--- src/sv/cmkp_ram.sv ---
`default_nettype none

module cmkp_ram #(
    parameter int WIDTH = 16,
    parameter int DEPTH = 64,
    localparam int AW = (DEPTH > 1) ? $clog2(DEPTH) : 1
) (
    input  wire logic             i_clk,
    input  wire logic             i_we,
    input  wire logic [AW-1:0]    i_waddr,
    input  wire logic [WIDTH-1:0] i_wdata,
    input  wire logic [AW-1:0]    i_raddr,
    output logic      [WIDTH-1:0] o_rdata
);

    logic [WIDTH-1:0] r_mem [DEPTH];
    logic [WIDTH-1:0] r_rdata;

    always_ff @(posedge i_clk) begin
        if (i_we) begin
            r_mem[i_waddr] <= i_wdata;
        end
        r_rdata <= r_mem[i_raddr];
    end

    assign o_rdata = r_rdata;

endmodule

`default_nettype wire

--- config.mk ---
export PLATFORM = sky130hd
export DESIGN_NAME = cmkp_ram
export DESIGN_NICKNAME = d
export VERILOG_FILES = /design/src/sv/cmkp_ram.sv
export SDC_FILE = /design/constraint.sdc
export NUM_CORES = 1
export LEC_CHECK = 0
export ABC_AREA = 1
export BUFFER_PORTS_ARGS = -buffer_cell sky130_fd_sc_hd__buf_2
export CORE_ASPECT_RATIO = 1.75
export CORE_UTILIZATION = 42
export DETAILED_ROUTE_END_ITERATION = 10
export PLACE_DENSITY = 0.6
export SLEW_MARGIN = 20
export SYNTH_ARGS = -nofsm -noshare
export SYNTH_HDL_FRONTEND = slang
export SYNTH_SLANG_ARGS = --single-unit
--- constraint.sdc ---
create_clock -name i_clk -period 3.6 [get_ports i_clk]
set_input_delay 0.18 -clock i_clk [delete_from_list [all_inputs] [get_ports i_clk]]
set_output_delay 0.18 -clock i_clk [all_outputs]
set_load 0.01 [all_outputs]
After elaboration in Yosys (flattened, before gate mapping):

Memories as Yosys holds them, arrays and structs flattened. A register that Yosys moved wholly into a read port is not among the register bits.
Index checks and enable logic that the tools add are counted.

* register bits: 0
* RAM bits: 1024
* input bits: 30
* memories kept: 1

Memory list
* r_mem: words 64, width 16, rd ports 1, clocked after memory_dff 1, wr ports 1, RTL line 16 `logic [WIDTH-1:0] r_mem [DEPTH];`

* multiplexer cells: 2

Operators by type and width (count)
* 1-bit two-way mux: 2

Logic depth before layout (Yosys ltp):

* depth after elaboration: 2
* mapped depth: 12
* mapped depth without buffers: 9

Worst setup path after synthesis:

OpenSTA, ideal clock, no wires.

* path type: input-to-reg
* from: in i_we
* to: mem r_mem[48][0] (enable)
* arrival: 2.304 ns
* data required time: 3.169 ns
* slack: 0.866 ns
* cell stages on the path: 3
* path buffers: 1
* cells stage by stage: clkbuf_1 -> nand4_1 -> nor4_1

* cells in the longest elaborated chain, start to end: 2

RTL lines
* from (decl): RTL line 9 `input wire logic i_we,`
* 1-bit two-way mux: RTL line 20 `if (i_we) begin`
* 1-bit two-way mux (not written as such): RTL line 21 `r_mem[i_waddr] <= i_wdata;`
* to (decl): RTL line 16

No other way between the ends.

Worst setup path in the final report:

* from: in i_waddr[1]
* to: mem r_mem[16][9] (enable)

RTL lines
* from (decl): RTL line 10 `input wire logic [AW-1:0] i_waddr,`

Straight into the memory's write port.

==> impl_metrics.csv <==
group,metric,value,unit
outcome,status,"complete, no violations",
floorplan,start_util,42.37,%
drt,vias,27000,
timing,period_share,63.35,%
setup_path,worstSetupEndpointType,"register",
finish,mostFrequentLayoutCells,"nand2_1, edfxtp_1, nand3_1",
floorplan,die_w,241.3,µm
synthesis,ys_warn_count,0,
synthesis,seq_area_frac_synth,73.80,%
setup_path,path_cells,"dlygate4sd3_1, buf_2, inv_1, nand4_1, nor2_1, buf_4",
timing,finalCriticalPeriod,2.280,ns
placed_design,hpwl,66.06,mm
timing,slew_viol_final,0,
finish,final_cells,4950,
pwr,clock_power_share,38.4,%
grt,grt_pass1_wl,167.2,mm
drt,drtAntennaViolNets,0,
grt,grt-ovfl-total,0,
synthesis,synth_top_area_share,73.04,%
pwr,p_seq_share,55.1,%
floorplan,boundaryPins,46,
timing,setup_viol,0,
setup_path,startpoint,"i_waddr[1]",
placed_design,dp_cells,4781,
drt,drtIter0Drc,2407,
setup_path,crit_type,"primary input to register",
placed_design,port_buffers,45,
floorplan,core_area,99350,µm²
pwr,internal-power,0.01882,W
floorplan,die_area,101600,µm²
grt,grt_max_degree,149,
placed_design,placedInstanceArea,43760,µm²
finish,final_common_cell,"nand2_1",
setup_path,r2r_slack,1.92,ns
pwr,ir_worst_vdd,0.0003684,V
drt,dr.pass1.iters,6,
drt,vias_per_cell,5.455,
clock_network,clockBufferDepth,3,
floorplan,placementRows,153,
timing,rsz0062_at_grt,"no",
synthesis,syn_inst,3517,
setup_path,critPathArrivalTime,2.61,ns
clock_network,cts_tree,"done",
timing,worstMarginPinSlew,1.073,ns
placed_design,gp_congestion,0.8391,
setup_path,critPathBufInv,4,
setup_path,worstSetupStartpointType,"primary input",
pwr,power_leakage,16.67,nW
synthesis,synthDistinctLibCells,16,
grt,grtUsageTotal,22.50,%
finish,fillCellCount,8717,
clock_network,cts_sinks,1040,
synthesis,yosys.area.top_type,"edfxtp_1",
clock_network,cts_setup_buffers,0,
pwr,switchingPower,0.005575,W
drt,drc,0,
setup_path,critPathRequiredTime,3.93,ns
pwr,sw_frac_of_total,22.86,%
grt,antenna_found_initial,6,
timing,final.setup.tns,0,ns
finish,drive_above_1_share,8.680,%
finish,area_delta_synth_final,10.73,%
clock_network,cts_made_buffers,87,
setup_path,crit_family,"buffers and inverters",
flow_run,cap_viol_max_count,0,
timing,max_freq,438.5,MHz
clock_network,cts_root_buf,"clkbuf_16",
clock_network,htreeDepth,3,
synthesis,synth_nets,3547,
setup_path,critical_path.reg2reg.startpoint,"r_mem[55][2]",
pwr,p_per_area,523.3,nW/µm²
timing,fin_skew,0.01921,ns
grt,grt_pass1_vias,25560,
drt,routedWlPerCell,22.91,µm
clock_network,clkLatencyLatePin,0.68,ns
setup_path,cp_max_fo,16,
floorplan,dieHeight,420.8,µm
synthesis,yosys-top-cells-area,"edfxtp_1, nand2_1, nand3_1",
finish,finalInstanceArea,46610,µm²
drt,routed_wl,113.4,mm
setup_path,cpMaxStageDelayCell,"nand4_1",
timing,hold_violations,0,
clock_network,cts.clk_slew.worst_paths,0.06,ns
finish,nNetsFinal,3590,
synthesis,syn_avg_cell_area,11.97,µm²
timing,slew_headroom,28.47,%
synthesis,mappedNetlistArea,42100,µm²
synthesis,ys_seq_elements,1040,
min_path,hold_path.class,"primary input to register",
setup_path,max_stage_delay,0.76,ns
pwr,pwr-share-comb,6.5,%
min_path,worstHoldStart,"i_wdata[13]",
[layer usage]
layer	vias up	global-route usage, %	wire length [µm]
li1	12450	-	-
met1	13420	29.34	45860
met2	926	37.41	56070
met3	205	2.989	6692
met4	8	10.02	4747
met5	-	0	45
[flip-flops by register name, indices dropped and copies added, names as in the netlist]
register  flops
o_rdata      16
r_mem      1024
[kinds of logic after synthesis]
family | share of synthesized area (%)
flops | 73.80
buf+inv | 3.537
simple gates | 22.66
[power groups by stage]
stage                     clock network [W]  registers (W)  logic (W)
after floorplan                           0         0.0137   0.000897
after detailed placement                  0         0.0137    0.00159
after global placement                    0         0.0137    0.00158
after CTS                           0.00953         0.0134    0.00160
final                               0.00936         0.0134    0.00159
after global routing                0.00990         0.0134    0.00172
[cells in the mapped netlist, drive strengths merged]
cell type and instances:
inv 12, nor2 56, nand3 871, nand4 9
buf 199, dfxtp 16, edfxtp 1024, clkbuf 26
nand2 1296, nor4 8
[cell type report]
class	instances	area, µm²	area share [%]
antenna	4	10.01	0.02147
clock buffer	108	2404	5.156
clock inverter	50	372.9	0.7999
inverter	12	71.32	0.1530
multi-input combinational	2240	9590	20.57
sequential	1040	31070	66.65
tap	1317	1648	3.535
timing repair buffer	179	1449	3.108
[worst reg2reg max path: cells and delay by family (launching register included)]
family        cells  cell delay [ns]
simple gates      8             1.19
flops             1             0.37
[final timing paths]
kind	end	cells past startpoint
setup / recovery	r_mem[16][9]	6
hold / removal	r_mem[28][13]	1
setup reg to reg	o_rdata[2]	8
hold reg to reg	o_rdata[5]	8
[what timing repair did]
item,CTS,global route
hold endpoints to repair,75,0
resized for setup,0,0
endpoints found under the setup margin,0,0
hold buffers,7,0
[through the flow]
step	total power (W)	utilization (%)	worst slack, ns	hold slack (ns)
final	0.02439	46.92	1.320	0.04340
after global routing	0.02506	46.91	1.336	0.04711
after CTS	0.02457	46.91	1.431	0.001771
after detailed placement	0.01530	44.04	1.009	0.6449
after global placement	0.01528	44.04	1.020	0.6327
after floorplan	0.01459	-	0.8659	0.2789
No activity file was read; power rests on OpenSTA's default activity.
