==> src/sv/cmkp_pkg.sv <==
`default_nettype none

package cmkp_pkg;

    // Widths fixed by the item and register formats.
    localparam int SAMPLE_BITS    = 16;
    localparam int PROD_BITS      = 2 * SAMPLE_BITS;
    localparam int RESP_BITS      = 37;
    localparam int KSEL_BITS      = 3;
    localparam int POS_BITS       = 10;
    localparam int REQ_BITS       = 2;
    localparam int IN_TDATA_BITS  = 56;
    localparam int OUT_TDATA_BITS = 40;
    localparam int CFG_ADDR_BITS  = 3;
    localparam int CFG_DATA_BITS  = 7;
    localparam int MAX_STRIDE     = 4;

    // Defaults for the top-level parameters.
    localparam int DEF_MAX_IMAGE_SIDE  = 64;
    localparam int DEF_MAX_KERNEL_SIDE = 7;
    localparam int DEF_MAX_KERNELS     = 8;

    // Register values after reset.
    localparam logic [6:0] RST_IMAGE_HEIGHT  = 7'd10;
    localparam logic [6:0] RST_IMAGE_WIDTH   = 7'd10;
    localparam logic [2:0] RST_WINDOW_HEIGHT = 3'd3;
    localparam logic [2:0] RST_WINDOW_WIDTH  = 3'd3;
    localparam logic [1:0] RST_PADDING       = 2'd0;
    localparam logic [2:0] RST_STEP_SIZE     = 3'd1;
    localparam logic [3:0] RST_KERNEL_COUNT  = 4'd8;

    typedef enum logic [REQ_BITS-1:0] {
        REQ_WEIGHT  = 2'd0,
        REQ_PIXEL   = 2'd1,
        REQ_COMPUTE = 2'd2
    } t_req;

    typedef enum logic [CFG_ADDR_BITS-1:0] {
        CFG_IMAGE_HEIGHT  = 3'd0,
        CFG_IMAGE_WIDTH   = 3'd1,
        CFG_WINDOW_HEIGHT = 3'd2,
        CFG_WINDOW_WIDTH  = 3'd3,
        CFG_PADDING       = 3'd4,
        CFG_STEP_SIZE     = 3'd5,
        CFG_KERNEL_COUNT  = 3'd6
    } t_cfg_idx;

    typedef enum logic [1:0] {
        ST_IDLE,
        ST_TAPS,
        ST_DRAIN,
        ST_EMIT
    } t_state;

    // Configuration after saturation into the legal ranges.
    typedef struct packed {
        logic [6:0] ih;
        logic [6:0] iw;
        logic [2:0] wh;
        logic [2:0] ww;
        logic [1:0] pad;
        logic [2:0] st;
        logic [3:0] kc;
    } t_cfg;

    // One tap issued to the multiply-accumulate unit.
    typedef struct packed {
        logic issue;
        logic first;
        logic zero;
    } t_mac_ctl;

endpackage

`default_nettype wire

==> src/sv/cmkp_mac.sv <==
`default_nettype none

module cmkp_mac (
    input  wire logic                                       i_clk,
    input  wire logic                                       i_rst_n,
    input  wire cmkp_pkg::t_mac_ctl                         i_ctl,
    input  wire logic signed [cmkp_pkg::SAMPLE_BITS-1:0]    i_pixel,
    input  wire logic signed [cmkp_pkg::SAMPLE_BITS-1:0]    i_weight,
    output logic signed      [cmkp_pkg::RESP_BITS-1:0]      o_acc,
    output logic                                            o_pending
);

    import cmkp_pkg::*;

    // Stage 1 lines up with the registered store read, stage 2 holds the product.
    t_mac_ctl                      r_ctl1;
    t_mac_ctl                      r_ctl2;
    logic signed [PROD_BITS-1:0]   r_prod;
    logic signed [PROD_BITS-1:0]   n_prod;
    logic signed [RESP_BITS-1:0]   r_acc;
    logic signed [RESP_BITS-1:0]   n_acc;

    always_comb begin
        // The product is formed on its own so that it stays a signed multiply.
        n_prod = i_pixel * i_weight;
        if (r_ctl1.zero) begin
            n_prod = '0;
        end
        n_acc  = r_ctl2.first ? RESP_BITS'(r_prod) : r_acc + RESP_BITS'(r_prod);
    end

    always_ff @(posedge i_clk) begin
        if (!i_rst_n) begin
            r_ctl1 <= '0;
            r_ctl2 <= '0;
        end else begin
            r_ctl1 <= i_ctl;
            r_ctl2 <= r_ctl1;
        end
    end

    always_ff @(posedge i_clk) begin
        r_prod <= n_prod;
        if (r_ctl2.issue) begin
            r_acc <= n_acc;
        end
    end

    // The final product lands in the accumulator at the edge that ends stage 2,
    // so only stage 1 needs to be empty before the sum is taken in the following cycle.
    assign o_pending = r_ctl1.issue;
    assign o_acc     = r_acc;

endmodule

`default_nettype wire

==> config.mk <==
export PLATFORM = sky130hd
export DESIGN_NAME = cmkp_mac
export DESIGN_NICKNAME = d
export VERILOG_FILES = /design/src/sv/cmkp_pkg.sv /design/src/sv/cmkp_mac.sv
export SDC_FILE = /design/constraint.sdc
export NUM_CORES = 1
export LEC_CHECK = 0
export ABC_AREA = 1
export BUFFER_PORTS_ARGS = -buffer_cell sky130_fd_sc_hd__buf_2
export CAP_MARGIN = 20
export CORE_UTILIZATION = 55
export DETAILED_ROUTE_END_ITERATION = 8
export HOLD_SLACK_MARGIN = 0.02
export PLACE_DENSITY = 0.73
export SYNTH_ARGS = -nofsm -noshare
export SYNTH_HDL_FRONTEND = slang
export SYNTH_SLANG_ARGS = --single-unit
==> constraint.sdc <==
create_clock -name i_clk -period 6.55 [get_ports i_clk]
set_input_delay 0.9825 -clock i_clk [delete_from_list [all_inputs] [get_ports i_clk]]
set_output_delay 0.9825 -clock i_clk [all_outputs]
set_load 0.05 [all_outputs]
# [After elaboration in Yosys (flattened, before gate mapping)]
# Index checks and enable logic that the tools add are counted.
[totals] ff_bits=74 input_bits=37 out_inout_bits=38 wordCells=10
[op_classes] addsub=1 n_mul=1 mux=1
[op_table] op="37-bit by 32-bit adder with 37-bit output" count=1
[op_table] op="37-bit 2-to-1 mux" count=1
[op_table] op="16-bit by 16-bit multiplier with 32-bit output" count=1

# [Logic depth before layout (Yosys ltp)]
[depth] depth_word=2 mapped_depth=25 mapped_depth_nobuf=24

# [Worst setup path after synthesis]
# Ideal clock, no wire load.
[synth_timing] path_kind="input to register" start="input port i_weight[3] (netlist bit)" end="register r_prod[31]" setup_ps=113 arrival_time_ps=6036 required_ps=6437 setup_slack_ps=401 path_stages=22 path_buffers=2 cell_sequence="clkbuf_1 clkbuf_1 nand2_1 inv_1 fa_1 fa_1 inv_1 fa_1 fa_1 fa_1 fa_1 inv_1 ha_1 nand2_1 nor3_1 nand2_1 nor2_1 nand2_1 inv_1 nor2_1 nor2_1 nor2_1"
[synth_between] elab_chain_cells=1
[synth_lines] element="from (decl)" line="cmkp_mac.sv:8" source="input wire logic signed [cmkp_pkg::SAMPLE_BITS-1:0] i_weight,"
[synth_lines] element="16-bit by 16-bit multiplier with 32-bit output" line="cmkp_mac.sv:25" source="n_prod = i_pixel * i_weight;"
[synth_lines] element="to (signal assigned)" line="cmkp_mac.sv:43" source="r_prod <= n_prod;"
[synth_lines] element="to (decl)" line="cmkp_mac.sv:18" source="logic signed [PROD_BITS-1:0] r_prod;"
# Every way passes these cells.
# A chain may end at the register's enable or synchronous reset.

# [Final worst setup path]
[layout_timing] start="input port i_weight[1] (netlist bit)" end="register r_prod[25]"
# Same word-level chain as after synthesis.

==> summary.md <==
| Metric | Value |
|---|---|
| Cells after Synth | 2173 |
| DR pass1 iterations | 6 |
| Mean area per synthesized cell | 7.245 um2 |
| Die Ht | 171.2 um |
| CTS tree | built |
| Ys flop type | edfxtp_1 |
| Critical path type | input port to flip-flop |
| FF-to-FF path depth | 15 |
| Cell chosen for the clock root | clkbuf_16 |
| Min-delay worst type | flip-flop to flip-flop |
| Htree depth | 3 |
| CORE AREA | 27930 um2 |
| Register area share after synthesis | 0.1176 |
| Initial antenna violation count | 0 |
| 1st-iter DRT viols | 992 |
| Status | completed |
| DIE AREA | 29300 um2 |
| GPL Wtd Cong | 0.9476 |
| Vias in the first global route | 13818 |
| CP max FO | 16 |
| Worst Path Arrival | 6.40 ns |
| FP Rows | 61 |
| Largest cells by area after synthesis | fa_1 (33%), nand2_1 (15%), inv_1 (13%) |
| Final net count | 2635 |
| Worst path cell trace | clkbuf_4, nand2_1, inv_1, fa_1, fa_2, buf_4, fa_1, fa_1, fa_1, inv_1, fa_1, inv_1, ha_1, nand2_1, nor2_1, inv_1, nor2_1, inv_1, o211ai_1, nand2_1, nand2_1, nor2_1 |
| Post-route design area | 16870 um2 |
| CP max stage delay | 0.77 ns |
| CTS clock-pin slew for the worst setup and hold paths | 0.06 ns |
| Area leader, netlist | fa_1 |
| Clock buffer depth | 2 |
| CP Data Required Time | 6.78 ns |
| # hold bufs at CTS | 0 |
| I/O pin count | 75 |
| Reg-to-Reg Start | o_acc[0]$_DFFE_PP_ |
| Synth unique cells | 37 |
| Post-Syn Nets | 2591 |
| # DRC | 0 |
| Max Freq | 162.2 MHz |
| Top delay family on crit path | adder cells |
| Top cell type's share of synthesized area | 0.3344 |
| Hold path start | r_ctl1[1]$_SDFF_PN0_ |
| Final wirelength | 40480 um |
| Ys async rst share | 0 |
| Endpoints failing setup | 0 |
| Hold Vio Cnt, Final | 0 |
| CP max-delay cell | fa_1 |
| Fraction of layout cells with a size suffix above 1 | 0.07381 |
| Rel. slew slack | 0.5910 |
| WP buf/inv | 7 |
| YS warnings | 0 |
| EDFF count, synth | 37 |
| Max-Cap Viols | 0 |
| Synth Cell Area | 15740 um2 |
| Post-DP Area | 16540 um2 |
| Final period util | 0.9413 |
| PortBufs | 74 |
| Synthesis-to-finish area growth | 7.193% |
| Pins Over Slew Limit | 0 |
| Vias | 13381 |
| Dpl hpwl | 34680 um |
| Yosys reg bits | 74 |
| Total grt overflow | 0 |
| RSZ-0062 raised after global routing | false |
| CP Capture Type | flip-flop |
| Later-pin clock latency in the skew report | 0.35 ns |
| Chip width | 171.2 um |
| Pin count of the biggest net entering global routing | 42 |
| Drt via density | 5.147 |
| Worst-Margin Slew | 0.6098 ns |
| Setup_tns | 0 ns |
| CTS buffer count | 9 |
| Clock sink count | 74 |
| Minimum clock period | 6.165 ns |
| GRT Total Usage | 0.2998 |
| Initial core utilization | 0.5636 |
| Worst r2r dst | o_acc[32]$_DFFE_PP_ |
| Reg2Reg Setup Slack | 4.00 ns |
| DP Worst Slack | 0.02600 ns |
| Worst Setup Start Kind | input port |
| DR WL/cell | 15.57 um |
| Post-DRT Antenna Nets | 0 |
| N_diodes | 0 |
| Clk_skew | 0.01087 ns |
| Hold EP | r_ctl2[1]$_SDFF_PN0_ |
| First-pass GRT wire length | 68230 um |
| Fillcell total | 2676 |
| Worst hold stages | 2 |
| Final Worst Setup Slack | 0.3848 ns |
-- tightest hold or removal path: stages, from the launching register on --
cell	delay, ns
dfxtp_1	0.31
nand2_1	0.05
inv_1	0.04
-- flip-flops by register name (all words and copies together), names as in the netlist --
register / count
r_ctl2: 2
o_pending: 1
r_ctl1: 2
o_acc: 37
r_prod: 32
-- metal layers --
layer | up-vias | track usage | routed length, um
li1 | 6461 | - | -
met1 | 6423 | 0.3978 | 17720
met2 | 435 | 0.5117 | 19260
met3 | 62 | 0.03820 | 2429
met4 | 0 | 0.09084 | 1065
met5 | - | 0 | 0
-- per-stage QoR --
step             util  instances  hold WS, ns
5_1_grt        0.6041       2600       0.4390
6_report       0.6041       2600       0.4177
3_3_place_gp   0.5920       2583       0.4107
2_1_floorplan       -       2173       0.3900
3_5_place_dp   0.5920       2583       0.4065
4_1_cts        0.6029       2599       0.4239
-- cell families after synthesis --
| family | Yosys count | synth area share |
|---|---|---|
| AO/OA/AOI/OAI | 162 | 0.05810 |
| buffers and inverters | 637 | 0.1522 |
| AND/OR/NAND/NOR | 904 | 0.2355 |
| flip-flops | 74 | 0.1176 |
| adder cells (fa/ha/maj) | 381 | 0.4282 |
| XOR/XNOR | 15 | 0.008346 |
-- repair_timing --
action,4_1_cts,5_1_grt
endpoints found under the setup margin,0,1
buffers inserted,0,0
gates resized for setup,0,2
-- layout by cell type, fill, tap and decap left out, types with 9 or more instances in the layout --
cell and n:
or2_2 9, xnor2_1 9, nor2_1 124, a21oi_1 79, nand4_1 15, o21ai_0 38
dfxtp_1 37, buf_2 73, nand3_1 71, edfxtp_1 37, nand2_2 11, o21bai_1 16
inv_1 561, clkbuf_16 10, nor3_1 10, fa_1 262, ha_1 118, o21a_1 12
buf_4 26, nand2_1 635
-- how the worst max path moves through the flow --
| stage | start | endpoint | slack, ns | cells after the start |
|---|---|---|---|---|
| after floorplan | i_weight[3] | r_prod[31]$_SDFF_PP0_ | 0.40 | 22 |
| after global placement | i_weight[1] | r_prod[28]$_SDFF_PP0_ | 0.07 | 21 |
| after detailed placement | i_weight[1] | r_prod[25]$_SDFF_PP0_ | 0.03 | 21 |
| after CTS | i_weight[1] | r_prod[25]$_SDFF_PP0_ | 0.37 | 21 |
| after global routing | i_pixel[15] | r_prod[25]$_SDFF_PP0_ | 0.02 | 22 |
| final | i_weight[1] | r_prod[25]$_SDFF_PP0_ | 0.38 | 22 |
-- cells in the mapped netlist, types with 2 or more instances --
| library cell | instances |
|---|---|
| a21o_1 | 3 |
| a21oi_1 | 79 |
| a21oi_2 | 4 |
| a31oi_1 | 3 |
| clkbuf_1 | 66 |
| dfxtp_1 | 37 |
| edfxtp_1 | 37 |
| fa_1 | 263 |
| ha_1 | 118 |
| inv_1 | 561 |
| inv_2 | 6 |
| nand2_1 | 635 |
| nand2_2 | 11 |
| nand3_1 | 71 |
| nand3_2 | 3 |
| nand3b_1 | 8 |
| nand4_1 | 15 |
| nor2_1 | 124 |
| nor2_2 | 5 |
| nor3_1 | 10 |
| nor3_2 | 5 |
| o211ai_1 | 2 |
| o21a_1 | 12 |
| o21ai_0 | 38 |
| o21ai_1 | 4 |
| o21bai_1 | 16 |
| or2_1 | 6 |
| or2_2 | 9 |
| xnor2_1 | 9 |
| xor2_1 | 6 |
-- cell type report --
cell class	instances	area (um2)	share of cell area
inverters	568	2132	0.1263
repair buffers	102	615.6	0.03648
well taps	378	473.0	0.02803
clock inverters	6	55.05	0.003262
flip-flops and latches	74	1852	0.1097
multi-input cells	1462	11500	0.6813
clock buffers	10	250.2	0.01483
Power is left out: the tool's default activity adds up to more than one toggle a clock period on the data nets, which glitch-free logic cannot reach.
