===== config.mk =====
export PLATFORM = sky130hd
export DESIGN_NAME = cmkp_seq
export DESIGN_NICKNAME = d
export VERILOG_FILES = /design/src/sv/cmkp_pkg.sv /design/src/sv/cmkp_seq.sv
export SDC_FILE = /design/constraint.sdc
export NUM_CORES = 1
export LEC_CHECK = 0
export ABC_AREA = 1
export BUFFER_PORTS_ARGS = -buffer_cell sky130_fd_sc_hd__buf_2
export CAP_MARGIN = 20
export CORE_UTILIZATION = 50
export CTS_CLUSTER_DIAMETER = 30
export DETAILED_ROUTE_END_ITERATION = 6
export GPL_ROUTABILITY_DRIVEN = 0
export PLACE_DENSITY = 0.8
export SYNTH_ARGS = -nofsm -noshare
export SYNTH_HDL_FRONTEND = slang
export SYNTH_SLANG_ARGS = --single-unit

===== constraint.sdc =====
create_clock -name i_clk -period 11.3 [get_ports i_clk]
set_clock_uncertainty 0.2 [all_clocks]
set_input_delay 2.26 -clock i_clk [delete_from_list [all_inputs] [get_ports i_clk]]
set_output_delay 2.26 -clock i_clk [all_outputs]
set_load 0.03 [all_outputs]

===== src/sv/cmkp_pkg.sv =====
`default_nettype none

package cmkp_pkg;

    // Widths fixed by the item and register formats.
    localparam int SAMPLE_BITS    = 16;
    localparam int PROD_BITS      = 2 * SAMPLE_BITS;
    localparam int RESP_BITS      = 37;
    localparam int KSEL_BITS      = 3;
    localparam int POS_BITS       = 10;
    localparam int REQ_BITS       = 2;
    localparam int IN_TDATA_BITS  = 56;
    localparam int OUT_TDATA_BITS = 40;
    localparam int CFG_ADDR_BITS  = 3;
    localparam int CFG_DATA_BITS  = 7;
    localparam int MAX_STRIDE     = 4;

    // Defaults for the top-level parameters.
    localparam int DEF_MAX_IMAGE_SIDE  = 64;
    localparam int DEF_MAX_KERNEL_SIDE = 7;
    localparam int DEF_MAX_KERNELS     = 8;

    // Register values after reset.
    localparam logic [6:0] RST_IMAGE_HEIGHT  = 7'd10;
    localparam logic [6:0] RST_IMAGE_WIDTH   = 7'd10;
    localparam logic [2:0] RST_WINDOW_HEIGHT = 3'd3;
    localparam logic [2:0] RST_WINDOW_WIDTH  = 3'd3;
    localparam logic [1:0] RST_PADDING       = 2'd0;
    localparam logic [2:0] RST_STEP_SIZE     = 3'd1;
    localparam logic [3:0] RST_KERNEL_COUNT  = 4'd8;

    typedef enum logic [REQ_BITS-1:0] {
        REQ_WEIGHT  = 2'd0,
        REQ_PIXEL   = 2'd1,
        REQ_COMPUTE = 2'd2
    } t_req;

    typedef enum logic [CFG_ADDR_BITS-1:0] {
        CFG_IMAGE_HEIGHT  = 3'd0,
        CFG_IMAGE_WIDTH   = 3'd1,
        CFG_WINDOW_HEIGHT = 3'd2,
        CFG_WINDOW_WIDTH  = 3'd3,
        CFG_PADDING       = 3'd4,
        CFG_STEP_SIZE     = 3'd5,
        CFG_KERNEL_COUNT  = 3'd6
    } t_cfg_idx;

    typedef enum logic [1:0] {
        ST_IDLE,
        ST_TAPS,
        ST_DRAIN,
        ST_EMIT
    } t_state;

    // Configuration after saturation into the legal ranges.
    typedef struct packed {
        logic [6:0] ih;
        logic [6:0] iw;
        logic [2:0] wh;
        logic [2:0] ww;
        logic [1:0] pad;
        logic [2:0] st;
        logic [3:0] kc;
    } t_cfg;

    // One tap issued to the multiply-accumulate unit.
    typedef struct packed {
        logic issue;
        logic first;
        logic zero;
    } t_mac_ctl;

endpackage

`default_nettype wire


===== src/sv/cmkp_seq.sv =====
`default_nettype none

module cmkp_seq #(
    parameter int MAX_IMAGE_SIDE  = cmkp_pkg::DEF_MAX_IMAGE_SIDE,
    parameter int MAX_KERNEL_SIDE = cmkp_pkg::DEF_MAX_KERNEL_SIDE,
    parameter int MAX_KERNELS     = cmkp_pkg::DEF_MAX_KERNELS,
    localparam int IR_W = (MAX_IMAGE_SIDE > 1) ? $clog2(MAX_IMAGE_SIDE) : 1,
    localparam int IA_W = (MAX_IMAGE_SIDE > 1) ? $clog2(MAX_IMAGE_SIDE * MAX_IMAGE_SIDE) : 1,
    localparam int WD   = MAX_KERNELS * MAX_KERNEL_SIDE * MAX_KERNEL_SIDE,
    localparam int WA_W = (WD > 1) ? $clog2(WD) : 1
) (
    input  wire logic                                     i_clk,
    input  wire logic                                     i_rst_n,
    input  wire cmkp_pkg::t_cfg                           i_cfg,
    input  wire logic                                     i_in_valid,
    output logic                                          o_in_ready,
    input  wire logic [cmkp_pkg::REQ_BITS-1:0]            i_req,
    input  wire logic [6:0]                               i_out_row,
    input  wire logic [6:0]                               i_out_col,
    output logic      [IA_W-1:0]                          o_img_raddr,
    output logic      [WA_W-1:0]                          o_wgt_raddr,
    output cmkp_pkg::t_mac_ctl                            o_mac_ctl,
    input  wire logic signed [cmkp_pkg::RESP_BITS-1:0]    i_acc,
    input  wire logic                                     i_mac_pending,
    output logic                                          o_out_valid,
    input  wire logic                                     i_out_ready,
    output logic      [cmkp_pkg::KSEL_BITS-1:0]           o_out_kernel,
    output logic signed [cmkp_pkg::RESP_BITS-1:0]         o_out_resp,
    output logic                                          o_out_status,
    output logic                                          o_out_last
);

    import cmkp_pkg::*;

    localparam logic [WA_W-1:0] ROW_STEP    = WA_W'(MAX_KERNEL_SIDE);
    localparam logic [WA_W-1:0] KERNEL_STEP = WA_W'(MAX_KERNEL_SIDE * MAX_KERNEL_SIDE);

    t_state                 r_state, n_state;
    logic [3:0]             r_k, n_k;
    logic [2:0]             r_r, n_r;
    logic [2:0]             r_c, n_c;
    logic [WA_W-1:0]        r_kbase, n_kbase;
    logic [WA_W-1:0]        r_rowbase, n_rowbase;
    logic [POS_BITS-1:0]    r_base_r, n_base_r;
    logic [POS_BITS-1:0]    r_base_c, n_base_c;
    logic                   r_err, n_err;

    logic                   r_out_valid, n_out_valid;
    logic [KSEL_BITS-1:0]   r_out_kernel, n_out_kernel;
    logic signed [RESP_BITS-1:0] r_out_resp, n_out_resp;
    logic                   r_out_status, n_out_status;
    logic                   r_out_last, n_out_last;

    logic [POS_BITS-1:0]    pos_r, pos_c;
    logic [POS_BITS-1:0]    pad_ext;
    logic                   row_ok, col_ok;
    logic [IR_W-1:0]        row_idx, col_idx;
    logic [POS_BITS-1:0]    start_r, start_c;
    logic [POS_BITS-1:0]    span_r, span_c;
    logic                   pos_valid;
    logic                   last_c, last_r, last_k;
    logic                   out_free;
    logic                   take_compute;

    // Tap position in padded-image coordinates and its place in the store.
    always_comb begin
        pad_ext = POS_BITS'(i_cfg.pad);
        pos_r   = r_base_r + POS_BITS'(r_r);
        pos_c   = r_base_c + POS_BITS'(r_c);
        row_ok  = (pos_r >= pad_ext) && ((pos_r - pad_ext) < POS_BITS'(i_cfg.ih));
        col_ok  = (pos_c >= pad_ext) && ((pos_c - pad_ext) < POS_BITS'(i_cfg.iw));
        row_idx = IR_W'(pos_r - pad_ext);
        col_idx = IR_W'(pos_c - pad_ext);
        o_img_raddr = IA_W'(IA_W'(row_idx) * IA_W'(MAX_IMAGE_SIDE) + IA_W'(col_idx));
        o_wgt_raddr = r_rowbase + WA_W'(r_c);
    end

    // A position lies on the grid when its window ends inside the padded image.
    always_comb begin
        start_r   = POS_BITS'(i_out_row) * POS_BITS'(i_cfg.st);
        start_c   = POS_BITS'(i_out_col) * POS_BITS'(i_cfg.st);
        span_r    = POS_BITS'(i_cfg.ih) + POS_BITS'({i_cfg.pad, 1'b0});
        span_c    = POS_BITS'(i_cfg.iw) + POS_BITS'({i_cfg.pad, 1'b0});
        pos_valid = ((start_r + POS_BITS'(i_cfg.wh)) <= span_r)
                 && ((start_c + POS_BITS'(i_cfg.ww)) <= span_c);
    end

    assign last_c       = (r_c == 3'(i_cfg.ww - 3'd1));
    assign last_r       = (r_r == 3'(i_cfg.wh - 3'd1));
    assign last_k       = (4'(r_k + 4'd1) == i_cfg.kc);
    assign out_free     = !r_out_valid || i_out_ready;
    assign o_in_ready   = (r_state == ST_IDLE);
    assign take_compute = o_in_ready && i_in_valid && (i_req == REQ_COMPUTE);

    always_comb begin
        n_state      = r_state;
        n_k          = r_k;
        n_r          = r_r;
        n_c          = r_c;
        n_kbase      = r_kbase;
        n_rowbase    = r_rowbase;
        n_base_r     = r_base_r;
        n_base_c     = r_base_c;
        n_err        = r_err;
        n_out_valid  = r_out_valid && !i_out_ready;
        n_out_kernel = r_out_kernel;
        n_out_resp   = r_out_resp;
        n_out_status = r_out_status;
        n_out_last   = r_out_last;
        o_mac_ctl    = '0;

        case (r_state)
            ST_IDLE: begin
                if (take_compute) begin
                    n_base_r  = start_r;
                    n_base_c  = start_c;
                    n_err     = !pos_valid;
                    n_k       = '0;
                    n_r       = '0;
                    n_c       = '0;
                    n_kbase   = '0;
                    n_rowbase = '0;
                    n_state   = pos_valid ? ST_TAPS : ST_EMIT;
                end
            end
            ST_TAPS: begin
                o_mac_ctl.issue = 1'b1;
                o_mac_ctl.first = (r_r == 3'd0) && (r_c == 3'd0);
                o_mac_ctl.zero  = !(row_ok && col_ok);
                if (last_c) begin
                    n_c       = '0;
                    n_r       = 3'(r_r + 3'd1);
                    n_rowbase = r_rowbase + ROW_STEP;
                    if (last_r) begin
                        n_state = ST_DRAIN;
                    end
                end else begin
                    n_c = 3'(r_c + 3'd1);
                end
            end
            ST_DRAIN: begin
                if (!i_mac_pending) begin
                    n_state = ST_EMIT;
                end
            end
            ST_EMIT: begin
                if (out_free) begin
                    n_out_valid = 1'b1;
                    if (r_err) begin
                        n_out_kernel = '0;
                        n_out_resp   = '0;
                        n_out_status = 1'b1;
                        n_out_last   = 1'b1;
                        n_state      = ST_IDLE;
                    end else begin
                        n_out_kernel = KSEL_BITS'(r_k);
                        n_out_resp   = i_acc;
                        n_out_status = 1'b0;
                        n_out_last   = last_k;
                        if (last_k) begin
                            n_state = ST_IDLE;
                        end else begin
                            n_k       = 4'(r_k + 4'd1);
                            n_kbase   = r_kbase + KERNEL_STEP;
                            n_rowbase = r_kbase + KERNEL_STEP;
                            n_r       = '0;
                            n_c       = '0;
                            n_state   = ST_TAPS;
                        end
                    end
                end
            end
            default: begin
                n_state = ST_IDLE;
            end
        endcase
    end

    always_ff @(posedge i_clk) begin
        if (!i_rst_n) begin
            r_state     <= ST_IDLE;
            r_out_valid <= 1'b0;
        end else begin
            r_state     <= n_state;
            r_out_valid <= n_out_valid;
        end
    end

    always_ff @(posedge i_clk) begin
        r_k          <= n_k;
        r_r          <= n_r;
        r_c          <= n_c;
        r_kbase      <= n_kbase;
        r_rowbase    <= n_rowbase;
        r_base_r     <= n_base_r;
        r_base_c     <= n_base_c;
        r_err        <= n_err;
        r_out_kernel <= n_out_kernel;
        r_out_resp   <= n_out_resp;
        r_out_status <= n_out_status;
        r_out_last   <= n_out_last;
    end

    assign o_out_valid  = r_out_valid;
    assign o_out_kernel = r_out_kernel;
    assign o_out_resp   = r_out_resp;
    assign o_out_status = r_out_status;
    assign o_out_last   = r_out_last;

endmodule

`default_nettype wire


== After elaboration in Yosys (flattened, before gate mapping) ==
Index checks and enable logic that the tools add are counted.

* Register bits after elaboration: 94
* Input bits: 87

* Multipliers: 2
* $lt $le $gt $ge: 6
* Add/subtract/negate cells: 17
* Multiplexer cells: 33
* Reductions and logical operators: 24
* Eq/ne operators: 14

{| class="wikitable"
|+ Operators by type and width
! kind !! number
|-
| 2-to-1 mux 9 bit || 5
|-
| adder 10 x 3 -> 10 bit || 4
|-
| case mux 9 bit (3 select lines) || 1
|-
| 2-to-1 mux 3 bit || 7
|-
| >= comparator 10 x 2 -> 1 bit || 2
|-
| less-or-equal comparator 10 x 8 -> 1 bit || 2
|-
| less-than comparator 10 x 7 -> 1 bit || 2
|-
| multiplier 7 x 3 -> 10 bit || 2
|-
| subtractor 10 x 2 -> 10 bit || 2
|-
| case mux 3 bit (3 select lines) || 2
|-
| case mux 9 bit (2 select lines) || 1
|-
| adder 7 x 3 -> 8 bit || 2
|-
| 2-to-1 mux 4 bit || 4
|-
| AND reduction 5 bit || 3
|-
| adder 12 x 6 -> 12 bit || 1
|-
| 2-to-1 mux 2 bit || 6
|-
| inequality test 2 bit, second input constant || 6
|-
| adder 9 x 3 -> 9 bit || 1
|-
| adder 9 x 3 -> 9 bit, second input constant || 1
|-
| adder 9 x 6 -> 9 bit, second input constant || 1
|-
| logical AND 1 bit || 8
|-
| case mux 2 bit (4 select lines) || 1
|-
| case mux 4 bit (2 select lines) || 1
|-
| adder 3 x 1 -> 3 bit, second input constant || 2
|-
| other kinds (16) || 29
|}

== Logic depth before layout (Yosys ltp) ==
* Word-level depth: 7
* Depth in mapped cells: 27
* Mapped depth without buffers: 26

== Worst setup path after synthesis ==
OpenSTA, ideal clock, no wires.

* Kind: input-to-output
* From: in i_cfg[8] (netlist name)
* To: out o_mac_ctl[0] (netlist name)
* Cell stages on the path: 15
* Data arrival time: 4.738 ns
* Path slack: 4.102 ns
* Path buffers: 0
* Cell sequence: inv_1 -> ha_1 -> a21o_1 -> nor2_1 -> nand3_2 -> xor2_1 -> ha_1 -> nand4_1 -> o221ai_1 -> nand2_1 -> nand2_1 -> nor2_1 -> nand3_1 -> nor2_1 -> nor2_1

{| class="wikitable"
|+ RTL lines
! element !! RTL line !! RTL
|-
| start, declared || cmkp_seq.sv:14 || <nowiki>input wire cmkp_pkg::t_cfg i_cfg,</nowiki>
|-
| end, declared || cmkp_seq.sv:22 || <nowiki>output cmkp_pkg::t_mac_ctl o_mac_ctl,</nowiki>
|}

==> metrics.yaml <==
tightest_slew_ns: 1.016
syn_inst: 959
synthArstFlopShare_pct: 0
maxCapViolations: 0
cts_buffers: 9
clock_sinks: 94
synth_flop_cell: "edfxtp_1"
clk_latency_ns: 0.34
cts_tree: "built"
root_buffer: "clkbuf_16"
grt-ovfl-total: 0
grt_usage_pct: 22.08
cp-startpoint: "i_cfg[8]"
ys.warnings.count: 0
rows: 45
intPower_mw: 0.9854
post-route-period-util_pct: 65.20
synth_edf_count: 91
fill_cells: 1370
clockBufferDepth: 2
via_count: 6570
cp_max_fo: 6
grt_pass1_wl_mm: 28.43
synthDistinctLibCells: 45
required_ns: 8.84
switching_share_pct: 47.54
finalCriticalPeriod_ns: 7.368
drv_slew: 0
rsz0062_at_grt: "no"
power.switching_mw: 0.8932
status: "finished, final reports clean"
hold_buffers: 0
start_util_pct: 51.42
nets: 1306
clk_pin_slew_ns: 0.07
synth_area_sq_um: 7846
synth-seq-area-share_pct: 35.59
post_drt_wl_per_cell_um: 12.83
hp-class: "flop to flop"
fp.dieArea_sq_um: 16200
crit_type: "primary input to output pin"
pwr-share-comb_pct: 55.0
cp_top_family: "simple AND/OR/NAND/NOR gates"
grt_antenna_before_repair: 2
drc: 0
ios: 155
worstSetupStartpointType: "primary input"
avgSynthCellArea_sq_um: 8.182
p_seq_share_pct: 29.1
wl_mm: 17.11
grt_max_degree: 43
place.port_buffers: 154
setup_tns_ns: 0
drt_pass1_iterations: 4
layout-drive-gt1-share_pct: 19.89
most-common-layout-cells: "inv_1 (210), nand2_1 (186), buf_2 (154)"
crit_path_top_delay_cell: "ha_1"
synth_nets: 1149
relSlewSlack_pct: 32.13
ys_ff_latch: 94
cp.arrival_ns: 4.91
die_x_um: 127.3
crit_buf_inv: 3
min_from: "r_state[0]"
core_area_sq_um: 15260
drt_iter0_markers: 387
final_core_util_pct: 60.17
postCtsSetupBuffers: 0
viasPerCell: 4.925
area_delta_synth_final_pct: 17.01
clkPwrFrac_pct: 15.9
critPathMaxStageDelay_ns: 0.32
max_freq_mhz: 135.7
end_kind: "output pin"
layout_commonest_cell: "inv_1"
setup_viol: 0
hold_violations: 0
powerDensity_nw_per_um2: 204.6
htreeDepth: 3
ir_worst_vdd_mv: 0.1352
worstReg2RegStart: "r_state[0]"
die_h_um: 127.3
dp_hpwl_mm: 14.04
cp_common_cell: "nor2_1"
first_global_vias: 6434
leakage_nw: 4.822
cts_resized: 0
worstPathCellList: "buf_2 > inv_1 > ha_1 > a21o_1 > nor2_1 > nand3_2 > xor2_1 > ha_1 > nand4_1 > o221ai_1 > nand2_1 > nand2_1 > nor2_1 > nand3_1 > nor2_1 > nor2_1 > buf_2"
postRouteAntennaNets: 0
final timing paths:
path / cells past startpoint / endpoint / slack [ns]
max: 17 / o_mac_ctl[0] / 3.93
min: 2 / r_state[0] / 0.33
max reg2reg: 7 / r_kbase[4] / 8.29
min reg2reg: 2 / r_state[0] / 0.33
layer usage:
layer  vias to the layer above  global-route usage (%)  routed length (um)  share of wire (%)
met4                         0                   5.602                 265                1.5
met3                        18                   3.811                 896                5.2
met5                         -                       0                   0                  0
met1                      3040                   25.54                7155                 42
li1                       3353                       -                   -                  -
met2                       159                   41.85                8791                 51
final cells by class:
cell class / count / area, sq um / area share (%)
multi-input combinational: 633 / 4199 / 45.73
antenna: 2 / 5.005 / 0.05451
clock buffer: 9 / 225.2 / 2.453
clock inverter: 7 / 72.57 / 0.7904
tap: 211 / 264.0 / 2.875
inverter: 221 / 829.5 / 9.035
timing repair buffer: 157 / 793.3 / 8.640
sequential: 94 / 2793 / 30.42
power groups by stage:
stage | logic [mW] | clock network [mW] | registers [mW]
6_report | 1.03 | 0.299 | 0.546
3_3_place_gp | 0.997 | 0 | 0.548
5_1_grt | 1.15 | 0.316 | 0.555
4_1_cts | 1.03 | 0.303 | 0.546
2_1_floorplan | 0.743 | 0 | 0.559
3_5_place_dp | 1.03 | 0 | 0.553
state kept, by name (all words and copies together) (netlist names):
| signal | flops |
|---|---|
| o_out_kernel | 3 |
| o_out_last | 1 |
| o_out_resp | 37 |
| o_out_status | 1 |
| o_out_valid | 1 |
| r_base_c | 10 |
| r_base_r | 10 |
| r_c | 3 |
| r_err | 1 |
| r_k | 4 |
| r_kbase | 9 |
| r_r | 3 |
| r_rowbase | 9 |
| r_state | 2 |
cells in the mapped netlist, types with 3 or more instances:
library cell,count,area share [%]
nand2_2,14,1.1
a31o_2,4,0.45
nand3b_1,3,0.29
a21oi_1,37,2.4
o21ai_0,20,1.3
xor2_1,30,3.3
o21bai_1,6,0.57
nor2_4,3,0.43
nand3_2,4,0.51
edfxtp_1,91,35
ha_1,82,13
nand3_1,48,3.1
a21o_1,3,0.29
nand4_1,18,1.4
nand2_1,186,8.9
nor2_1,96,4.6
fa_1,21,5.4
dfxtp_1,3,0.77
xnor2_1,23,2.6
nor3_1,5,0.32
inv_1,210,10
clkbuf_1,11,0.53
inv_2,10,0.48
o22ai_1,3,0.24
kinds of logic (layout without fill, tap and decap cells):
logic type	Yosys count	count (layout)	share of synthesized area, %
xor gates and xnor gates	54	54	6.123
DFF	94	94	35.59
other	0	2	0
buffers and inverters	232	394	11.10
and+or+nand+nor	393	393	22.60
adders and majority gates	103	103	18.43
AOI/OAI and AO/OA	83	83	6.156
per-stage QoR:
| step | hold slack (ns) | total power [mW] | instance area [sq um] | instances | setup WS, ns |
|---|---|---|---|---|---|
| after CTS | 0.3291 | 1.881 | 9176 | 1332 | 3.924 |
| after global placement | 0.3061 | 1.546 | 8879 | 1316 | 4.064 |
| final | 0.3277 | 1.879 | 9181 | 1334 | 3.932 |
| after detailed placement | 0.3169 | 1.579 | 8879 | 1316 | 3.997 |
| after floorplan | 0.2244 | 1.302 | 7846 | 959 | 4.102 |
| after global routing | 0.3626 | 2.018 | 9179 | 1333 | 3.701 |
worst register-to-register path, cell delays in order, from the launching register on:
cell and delay [ns]:
dfxtp_1 0.35, inv_1 0.09, ha_1 0.24, inv_1 0.15, nor3_2 0.17, buf_4 0.32
o22ai_1 0.22, a211oi_2 0.89
Power figures use the tool's default switching activity.
